## config.mk

```make
export PLATFORM = sky130hd
export DESIGN_NAME = descending_exchange_sorter_unit
export DESIGN_NICKNAME = d
export VERILOG_FILES = /design/src/hdl/des_pkg.sv /design/src/hdl/descending_exchange_sorter_unit.sv
export SDC_FILE = /design/constraint.sdc
export NUM_CORES = 2
export LEC_CHECK = 0
export ABC_AREA = 1
export BUFFER_PORTS_ARGS = -buffer_cell sky130_fd_sc_hd__buf_2
export CELL_PAD_IN_SITES_DETAIL_PLACEMENT = 0
export CELL_PAD_IN_SITES_GLOBAL_PLACEMENT = 1
export CORE_MARGIN = 10
export CORE_UTILIZATION = 30
export DETAILED_ROUTE_END_ITERATION = 8
export PLACE_DENSITY = 0.54
export RECOVER_POWER = 25
export SYNTH_ARGS = -nofsm -noshare
export SYNTH_HDL_FRONTEND = slang
export SYNTH_SLANG_ARGS = --single-unit
```

## constraint.sdc

```tcl
create_clock -name clock -period 10 [get_ports clock]
set_clock_uncertainty 0.05 [all_clocks]
set_input_delay 3 -clock clock [delete_from_list [all_inputs] [get_ports clock]]
set_output_delay 3 -clock clock [all_outputs]
set_load 0.01 [all_outputs]
```

## src/hdl/des_pkg.sv

```systemverilog
// ----------------------------------------------------------------------------
// des_pkg
// Shared types and widths for the descending exchange sorter.
// ----------------------------------------------------------------------------
package des_pkg;

   localparam int KEY_W   = 32;
   localparam int TAG_W   = 16;
   localparam int ENTRY_W = KEY_W + TAG_W;

   // one stored pair; key sits in the low bits, as on the stream buses
   typedef struct packed {
      logic [TAG_W-1:0]        tag;
      logic signed [KEY_W-1:0] key;
   } entry_type;

   // one result word waiting in the output register or the skid stage
   typedef struct packed {
      logic      ovf;
      logic      last;
      entry_type ent;
   } slot_type;

   typedef enum logic [2:0] {
      ST_COLLECT,
      ST_LOAD,
      ST_SCAN,
      ST_STORE,
      ST_EMIT
   } state_type;

endpackage

```

## src/hdl/descending_exchange_sorter_unit.sv

```systemverilog
// ----------------------------------------------------------------------------
// descending_exchange_sorter_unit
// Collects key/tag pairs, exchange-sorts them by descending key in one RAM,
// then streams them out.
// ----------------------------------------------------------------------------
// Input words arrive on req_*: tdata = {entry_tag, sort_key}, tlast closes a
// set. Up to MAX_ENTRIES pairs are held; words beyond that are dropped and
// the run is flagged on rsp_tuser. A word with tlast is stored (if there is
// room) and starts the sort; req_tready stays low until the last result word
// has been read out of the RAM.
// The sort runs on a single 1R1W RAM with a registered read port. Pass i
// keeps entry i in a register and streams entries i+1..n-1 past it, one per
// cycle, writing back the displaced entry on a swap; at the end of the pass
// the held entry is written back to slot i.
// Readout feeds an output register plus a skid stage: one word per cycle
// while rsp_tready is high, and a stalled receiver just holds the words
// (rsp_tdata/tlast/tuser stay put). Once all reads are issued a new set may
// load while the last words are still waiting.
// Reset (synchronous) empties the set and the output; the RAM is not
// cleared, only entries below the fill count are ever read.
// ----------------------------------------------------------------------------
module descending_exchange_sorter_unit #(
   parameter int MAX_ENTRIES = 64
) (
   input  logic                        clock,
   input  logic                        reset,
   input  logic                        req_tvalid,
   output logic                        req_tready,
   input  logic [des_pkg::ENTRY_W-1:0] req_tdata,   // [31:0] sort_key, [47:32] entry_tag
   input  logic                        req_tlast,   // set_end
   output logic                        rsp_tvalid,
   input  logic                        rsp_tready,
   output logic [des_pkg::ENTRY_W-1:0] rsp_tdata,   // [31:0] out_key, [47:32] out_tag
   output logic                        rsp_tlast,   // out_last
   output logic                        rsp_tuser    // [0] overflowed
);

   localparam int AW = (MAX_ENTRIES > 1) ? $clog2(MAX_ENTRIES) : 1;
   localparam int CW = $clog2(MAX_ENTRIES + 1);

   // sort store
   des_pkg::entry_type mem [MAX_ENTRIES];
   des_pkg::entry_type rdata_ff;

   des_pkg::state_type state_ff, state_in;

   logic [CW-1:0] fill_ff;
   logic          ovf_ff;
   logic          run_ovf_ff;
   logic [CW-1:0] n_ff;
   logic [CW-1:0] i_ff;
   logic [CW-1:0] j_ff;
   logic [CW-1:0] k_ff;

   des_pkg::entry_type cur_ff;

   logic          rd_vld_ff;
   logic          rd_load_ff;
   logic          rd_emit_ff;
   logic          rd_last_ff;
   logic [AW-1:0] rd_addr_ff;

   des_pkg::slot_type out_ff, skid_ff, rd_slot;
   logic              out_vld_ff, out_vld_in;
   logic              skid_vld_ff, skid_vld_in;

   logic               mem_we;
   logic [AW-1:0]      mem_waddr;
   des_pkg::entry_type mem_wdata;
   logic               mem_re;
   logic [AW-1:0]      mem_raddr;

   logic          req_fire;
   logic          pop;
   logic          has_room;
   logic [CW-1:0] n_in;
   logic          swap;
   logic [1:0]    pending;
   logic          emit_issue;
   logic          out_take_skid;
   logic          out_take_rd;
   logic          skid_take_rd;

   assign req_tready = (state_ff == des_pkg::ST_COLLECT);
   assign req_fire   = req_tvalid && req_tready;
   assign pop        = rsp_tvalid && rsp_tready;
   assign has_room   = (fill_ff < CW'(MAX_ENTRIES));
   assign n_in       = fill_ff + CW'(has_room);
   assign swap       = ($signed(cur_ff.key) < $signed(rdata_ff.key));

   // words in flight toward the output: register, skid, pending read
   assign pending    = {1'b0, out_vld_ff} + {1'b0, skid_vld_ff} + {1'b0, rd_emit_ff};
   assign emit_issue = (state_ff == des_pkg::ST_EMIT) &&
                       ((pending < 2'd2) || ((pending == 2'd2) && pop));

   // ---------------- next state ----------------
   always_comb begin
      state_in = state_ff;
      case (state_ff)
         des_pkg::ST_COLLECT: begin
            if (req_fire && req_tlast) begin
               if (n_in >= CW'(2))
                  state_in = des_pkg::ST_LOAD;
               else if (n_in == CW'(1))
                  state_in = des_pkg::ST_EMIT;
            end
         end
         des_pkg::ST_LOAD:  state_in = des_pkg::ST_SCAN;
         des_pkg::ST_SCAN: begin
            if (j_ff >= n_ff)
               state_in = des_pkg::ST_STORE;
         end
         des_pkg::ST_STORE: begin
            if ((i_ff + CW'(2)) < n_ff)
               state_in = des_pkg::ST_LOAD;
            else
               state_in = des_pkg::ST_EMIT;
         end
         des_pkg::ST_EMIT: begin
            if (emit_issue && (k_ff == n_ff - CW'(1)))
               state_in = des_pkg::ST_COLLECT;
         end
         default: state_in = des_pkg::ST_COLLECT;
      endcase
   end

   // ---------------- RAM port control ----------------
   always_comb begin
      mem_we    = 1'b0;
      mem_waddr = i_ff[AW-1:0];
      mem_wdata = cur_ff;
      mem_re    = 1'b0;
      mem_raddr = i_ff[AW-1:0];
      case (state_ff)
         des_pkg::ST_COLLECT: begin
            mem_we    = req_fire && has_room;
            mem_waddr = fill_ff[AW-1:0];
            mem_wdata = des_pkg::entry_type'(req_tdata);
         end
         des_pkg::ST_LOAD: begin
            mem_re = 1'b1;
         end
         des_pkg::ST_SCAN: begin
            mem_re    = (j_ff < n_ff);
            mem_raddr = j_ff[AW-1:0];
            // displaced holder goes back where the larger key came from
            mem_we    = rd_vld_ff && !rd_load_ff && swap;
            mem_waddr = rd_addr_ff;
         end
         des_pkg::ST_STORE: begin
            mem_we = 1'b1;
         end
         des_pkg::ST_EMIT: begin
            mem_re    = emit_issue;
            mem_raddr = k_ff[AW-1:0];
         end
         default: begin
            mem_we = 1'b0;
         end
      endcase
   end

   always_ff @(posedge clock) begin
      if (mem_we)
         mem[mem_waddr] <= mem_wdata;
      if (mem_re)
         rdata_ff <= mem[mem_raddr];
   end

   // ---------------- control registers ----------------
   always_ff @(posedge clock) begin
      if (reset) begin
         state_ff    <= des_pkg::ST_COLLECT;
         fill_ff     <= '0;
         ovf_ff      <= 1'b0;
         rd_vld_ff   <= 1'b0;
         rd_emit_ff  <= 1'b0;
         rd_load_ff  <= 1'b0;
         out_vld_ff  <= 1'b0;
         skid_vld_ff <= 1'b0;
      end else begin
         state_ff    <= state_in;
         rd_vld_ff   <= mem_re;
         rd_emit_ff  <= mem_re && (state_ff == des_pkg::ST_EMIT);
         rd_load_ff  <= (state_ff == des_pkg::ST_LOAD);
         out_vld_ff  <= out_vld_in;
         skid_vld_ff <= skid_vld_in;
         if (req_fire) begin
            if (req_tlast) begin
               fill_ff <= '0;
               ovf_ff  <= 1'b0;
            end else begin
               fill_ff <= n_in;
               ovf_ff  <= ovf_ff | !has_room;
            end
         end
      end
   end

   // ---------------- sort / readout datapath ----------------
   always_ff @(posedge clock) begin
      rd_addr_ff <= mem_raddr;
      rd_last_ff <= (k_ff == n_ff - CW'(1));
      case (state_ff)
         des_pkg::ST_COLLECT: begin
            if (req_fire && req_tlast) begin
               n_ff       <= n_in;
               run_ovf_ff <= ovf_ff | !has_room;
               i_ff       <= '0;
               k_ff       <= '0;
            end
         end
         des_pkg::ST_LOAD: begin
            j_ff <= i_ff + CW'(1);
         end
         des_pkg::ST_SCAN: begin
            if (rd_vld_ff && (rd_load_ff || swap))
               cur_ff <= rdata_ff;
            if (j_ff < n_ff)
               j_ff <= j_ff + CW'(1);
         end
         des_pkg::ST_STORE: begin
            i_ff <= i_ff + CW'(1);
         end
         des_pkg::ST_EMIT: begin
            if (emit_issue)
               k_ff <= k_ff + CW'(1);
         end
         default: begin
            i_ff <= i_ff;
         end
      endcase
   end

   // ---------------- output register + skid ----------------
   assign rd_slot       = '{ovf: run_ovf_ff, last: rd_last_ff, ent: rdata_ff};
   assign out_take_skid = skid_vld_ff && (!out_vld_ff || pop);
   assign out_take_rd   = !skid_vld_ff && rd_emit_ff && (!out_vld_ff || pop);
   assign skid_take_rd  = rd_emit_ff && !out_take_rd;
   assign out_vld_in    = out_take_skid || out_take_rd || (out_vld_ff && !pop);
   assign skid_vld_in   = skid_take_rd || (skid_vld_ff && !out_take_skid);

   always_ff @(posedge clock) begin
      if (out_take_skid)
         out_ff <= skid_ff;
      else if (out_take_rd)
         out_ff <= rd_slot;
      if (skid_take_rd)
         skid_ff <= rd_slot;
   end

   assign rsp_tvalid = out_vld_ff;
   assign rsp_tdata  = out_ff.ent;
   assign rsp_tlast  = out_ff.last;
   assign rsp_tuser  = out_ff.ovf;

endmodule

```

# Yosys cells after proc, flatten, opt, wreduce, memory -nomap -nowiden

Memories as Yosys holds them, arrays and structs flattened. A register that Yosys moved wholly into a read port is not among the register bits.
Index checks and enable logic that the tools add are counted.

Register bits after elaboration: 200
Memory bits (writable): 3072
Bits of input ports: 53
Output and inout bits: 52
Word-level logic and storage cells: 120
Memories: 1

Memory list:

| memory | words | bits a word | rd ports | clocked after Yosys merged registers in | wr ports | RTL line                              | text |
|---|---|---|---|---|---|---|---|
| mem    | 64    | 48          | 1        | 1                                       | 1        | descending_exchange_sorter_unit.sv:42 | `des_pkg::entry_type mem [MAX_ENTRIES];` |

Add/sub/neg operators: 8
$lt $le $gt $ge: 7
Equality and inequality tests: 13
Mux-type cells: 24
Bitwise operators: 1
Reductions and logical operators: 41

Operators by type and width:

| operator                                                          | number |
|---|---|
| two-way mux 50 bit                                                | 2 |
| two-way mux 48 bit                                                | 1 |
| case mux 7 bit (2 select lines)                                   | 3 |
| less-than comparator 32 bit                                       | 1 |
| two-way mux 7 bit                                                 | 4 |
| case mux 6 bit (2 select lines)                                   | 2 |
| adder 7 x 1 -> 7 bit, second input constant                       | 3 |
| two-way mux 3 bit                                                 | 6 |
| logical AND 1 bit                                                 | 17 |
| case mux 3 bit (5 select lines)                                   | 1 |
| less-than comparator 7 bit                                        | 2 |
| != test 2 bit, second input constant                              | 4 |
| AND reduction 2 bit                                               | 4 |
| nonzero test 2 bit                                                | 4 |
| adder 7 x 1 -> 7 bit                                              | 1 |
| adder 7 x 2 -> 7 bit, second input constant                       | 1 |
| equality test 7 x 1 -> 1 bit, second input constant               | 1 |
| equality test 7 bit                                               | 1 |
| greater-or-equal comparator 7 x 2 -> 1 bit, second input constant | 1 |
| greater-or-equal comparator 7 bit                                 | 1 |
| logical NOT 1 bit                                                 | 7 |
| less-than comparator 7 bit, second input constant                 | 1 |
| subtractor 7 x 1 -> 7 bit, second input constant                  | 1 |
| equality test 3 x 2 -> 1 bit, second input constant               | 2 |
| 15 further kinds                                                  | 23 |

# Longest topological paths before layout

Depth in word-level cells: 9
Mapped depth: 18
Gate-level depth less buffers: 16

# Least setup slack after synthesis

OpenSTA, ideal clock, no wires.

Kind: input to register
From: in req_tvalid
To: mem mem[10][0] (netlist bit) (enable)
Library setup time: 0.470 ns
Data arrival time: 6.074 ns
Required time: 9.480 ns
Slack: 3.406 ns
Stages: 7
Cells stage by stage: inv_1 > nor2_1 > inv_1 > o21ai_0 > inv_2 > clkbuf_1 > a21oi_1

Longest elaborated chain between the ends: 5

Ends and longest elaborated chain:

| item                                    | RTL line                               | text |
|---|---|---|
| start, declared                         | descending_exchange_sorter_unit.sv:27  | `input logic req_tvalid,` |
| logical AND 1 bit                       | descending_exchange_sorter_unit.sv:85  | `assign req_fire = req_tvalid && req_tready;` |
| logical AND 1 bit                       | descending_exchange_sorter_unit.sv:136 | `mem_we = req_fire && has_room;` |
| case mux 1 bit (3 select lines)         | descending_exchange_sorter_unit.sv:134 | `case (state_ff)` |
| two-way mux 1 bit                       | descending_exchange_sorter_unit.sv:164 | `if (mem_we)` |
| two-way mux 1 bit (not written as such) | descending_exchange_sorter_unit.sv:165 | `mem[mem_waddr] <= mem_wdata;` |
| end, declared                           | descending_exchange_sorter_unit.sv:42  |  |

Every way passes these cells.

# Final worst setup path

From: reg state_ff[2]
To: reg rd_slot[1] (netlist name)

Longest elaborated chain between the ends: 3
Elaborated cells between the ends (all ways): 6

Ends and longest elaborated chain:

| item                            | RTL line                                                                      | text |
|---|---|---|
| start, declared                 | descending_exchange_sorter_unit.sv:45                                         | `des_pkg::state_type state_ff, state_in;` |
| start signal, assigned          | descending_exchange_sorter_unit.sv:173                                        | `state_ff <= des_pkg::ST_COLLECT;` |
| start signal, assigned          | descending_exchange_sorter_unit.sv:182                                        | `state_ff <= state_in;` |
| equality test 3 bit             | descending_exchange_sorter_unit.sv:93, descending_exchange_sorter_unit.sv:134 |  |
| logical AND 1 bit               | descending_exchange_sorter_unit.sv:93                                         | `assign emit_issue = (state_ff == des_pkg::ST_EMIT) &&` |
| case mux 1 bit (3 select lines) | descending_exchange_sorter_unit.sv:134                                        |  |

Parallel ways exist; a longest one is shown, timed or not.
A chain may end at the register's enable or synchronous reset.

==> impl_metrics.toml <==
[status]
outcome = "finished with violations"
violations = "capacitance limit, slew limit"

[timing]
slew_violations = 1344
worst_hold_slack_ns = 0.422
rsz0062_at_grt = "no"
fmax_mhz = 149
finalHoldViolations = 0
period_minus_slack_ns = 6.69
worst_slew_pin_slew_ns = 3.91
tns_ns = 0
min_period_over_period = 0.669
setup_viol = 0
slew_headroom = -1.61

[yosys]
yosysTopAreaCellShare = 0.678
yosys_register_bits = 3320
synth_ff_type = "edfxtp_1"
synth.cell_area_um2 = 146000
synth_top_area_cell = "edfxtp_1"
seq_area_frac_synth = 0.681
async_reset_ff_frac = 0
synth_area_leaders = "edfxtp_1 (68%), nand3_1 (11%), nand2_1 (5.8%)"
synth_fp_nets = 13100
synthDistinctLibCells = 43
avgSynthCellArea_um2 = 11.2
yosysWarningCount = 0
synth_edf_count = 3297
synthCells = 13000

[detailed_routing]
wl_per_cell_um = 23.9
drcViolationCount = 0
drt_pass1_iterations = 6
drt-initial-drc-count = 7612
final_antenna_net_count = 0
vias = 93700
wl_met3_um = 17600
met2WireLength_um = 233000
wl_met1_um = 207000
vias_per_cell = 4.77
dr.max_layer_used = "met4"
finalWirelength_um = 470000

[clock_network]
cts_buffer_depth = 4
insertion_delay_ns = 0.96
cts-resized-gates = 0
cts_buffers = 357
cts.sinks = 3320
postCtsSetupRepairBufs = 0
cts_tree = "done"
clk_pin_slew_ns = 0.06
cts.htree.levels = 5
clockRootBuffer = "clkbuf_16"
ctsHoldBuffers = 0

[die]
dieWidth_um = 718
dieArea_um2 = 515000
die_h_um = 718
row_count = 256
core_area_um2 = 486000
ios = 105
start_util = 0.301

[critical_path]
r2r_cells = 16
cp_common_cell = "nand3_1"
worstPathArrival_ns = 7.37
worstSetupEndpointType = "flip-flop"
cp_top_family = "buffers and inverters"
cp_num_cells = 16
critPathBufInv = 5
critPathMaxStageDelay_ns = 2.03
startpoint_type = "flip-flop"
crit_slowest_cell = "clkbuf_1"
cp.required_ns = 10.68
crit_fanout = 52
crit_chain = "inv_1 -> nand2_1 -> nor2_2 -> clkbuf_1 -> nand2_1 -> nand2_1 -> nor2_4 -> inv_8 -> clkbuf_1 -> buf_4 -> nand3_1 -> nand3_1 -> nand3_1 -> nand3_1 -> nand3_1 -> nand2_1"
critical_path_class = "reg2reg"

[placement]
dp_cells = 19000
port_buffers = 104
hpwl_um = 267000
gp_congestion = 0.767

[global_route]
grt_max_degree = 164
grt_pass1_wl_um = 677000
antenna_found_initial = 11
grt-ovfl-total = 0
grt.total_usage = 0.175
grt_pass1_vias = 90600

[pwr]
power_density_nw_per_um2 = 256
pwr-share-comb = 0.287
seqPwrFrac = 0.409
internal-power_mw = 26.9
p_switching_mw = 15.3
peakVddDrop_v = 0.000156
swShare = 0.362
power.leakage_nw = 62.6
p_clk_frac = 0.304

[final_layout]
nNetsFinal = 13000
final_cells = 19600
drive_above_1_share = 0.0707
syn2layout_area_growth_pct = 12.6

[hold_path]
min_path_cells = 0
hold_path_class = "reg2reg"

[job]
max_cap_violations = 27
-- metrics by stage --
step	utilization	setup slack [ns]	total power [mW]	cell area (µm²)
2_1_floorplan	-	3.41	24.4	146000
4_1_cts	0.340	4.16	42.9	165000
3_3_place_gp	0.317	3.09	30.0	154000
5_1_grt	0.339	2.88	44.2	165000
3_5_place_dp	0.317	3.18	30.0	154000
6_report	0.339	3.31	42.2	165000
-- cell usage after synthesis, types with 2 or more instances --
| master | number |
|---|---|
| edfxtp_1 | 3297 |
| nand3_1 | 3190 |
| nand2_1 | 2272 |
| inv_1 | 1938 |
| nand3b_1 | 1059 |
| buf_2 | 558 |
| clkbuf_1 | 154 |
| a21oi_1 | 124 |
| nor2_1 | 103 |
| buf_4 | 86 |
| ha_1 | 51 |
| buf_1 | 46 |
| dfxtp_1 | 23 |
| o21ai_0 | 23 |
| mux2_2 | 18 |
| xor2_1 | 18 |
| buf_6 | 11 |
| inv_2 | 8 |
| xnor2_1 | 7 |
| nand4_1 | 6 |
| nor3_1 | 5 |
| a221oi_1 | 4 |
| o21a_1 | 4 |
| a221oi_2 | 3 |
| a22oi_1 | 3 |
| a31oi_1 | 3 |
| nand2_2 | 3 |
| nor2_2 | 3 |
| o22ai_1 | 3 |
| a211oi_1 | 2 |
| nor2_4 | 2 |
| o211ai_1 | 2 |
-- power by group through the flow --
| stage | combinational (mW) | clock [mW] | sequential, mW |
|---|---|---|---|
| floorplan | 7.01 | 0 | 17.4 |
| global placement | 12.5 | 0 | 17.5 |
| detailed placement | 12.5 | 0 | 17.5 |
| CTS | 12.5 | 13.2 | 17.2 |
| global route | 13.2 | 13.7 | 17.3 |
| finish | 12.1 | 12.8 | 17.3 |
-- area by class of cell --
cell class	instances	area, µm²
Antenna cell	7	17.5
Clock buffer	455	9640
Clock inverter	181	1380
Fill cell	48600	321000
Inverter	1948	7360
Multi-Input combinational cell	6917	35900
Sequential cell	3320	99500
Tap cell	6450	8070
Timing Repair Buffer	366	2800
-- layout by cell type, fill, tap and decap left out, drive strengths merged --
master	synthesis	routed
nor2	108	108
buf	701	338
inv	1947	1955
nand3b	1059	1059
o2111ai	1	1
nand2	2275	2275
diode	0	7
nand4	6	6
fa	1	1
dfxtp	23	23
edfxtp	3297	3297
o22ai	3	3
mux2	18	18
bufinv	0	19
a21o	1	1
o211ai	2	2
and2	1	1
o211a	1	1
nand3	3191	3191
o21a	4	4
o21ai	23	23
a31oi	3	3
a21oi	125	125
a221oi	7	7
a22oi	3	3
xor2	18	18
clkbuf	154	483
a211oi	2	2
nor3	5	5
nor3b	1	1
and3	1	1
ha	51	51
clkinv	1	148
xnor2	7	7
clkinvlp	0	7
-- kinds of logic (layout without fill, tap and decap cells) --
group | after synthesis | after routing | synth area share
AOI/OAI and AO/OA | 175 | 175 | 0.00664
xor gates and xnor gates | 25 | 25 | 0.00150
adders and majority gates | 52 | 52 | 0.00450
buffers and inverters | 2803 | 2950 | 0.0796
DFF | 3320 | 3320 | 0.681
muxes | 18 | 18 | 0.00139
other | 0 | 7 | 0
and+or+nand+nor | 6647 | 6647 | 0.226
-- routing by layer --
metal / GRT usage / vias to the layer above
met4: 0.0448 / 0
met1: 0.233 / 46900
met2: 0.305 / 1870
met3: 0.0173 / 501
li1: - / 44400
met5: 0 / -
-- flip-flops by register name, summed over array words and instances, names as in the netlist, 3 cells and up --
signal,count
rd_addr_ff,6
skid_ff,50
cur_ff,48
rd_slot,48
mem,3072
i_ff,7
fill_ff,7
state_ff,3
rsp_tdata,48
k_ff,7
j_ff,7
n_ff,7
-- final timing paths --
check                   start         end  slack (ns)
hold reg to reg   rd_slot[41]  cur_ff[41]        0.42
setup / recovery  state_ff[2]  rd_slot[1]        3.31
hold / removal    rd_slot[41]  cur_ff[41]        0.42
setup reg to reg  state_ff[2]  rd_slot[1]        3.31
Note: power is estimated with default switching activity, not from simulation.
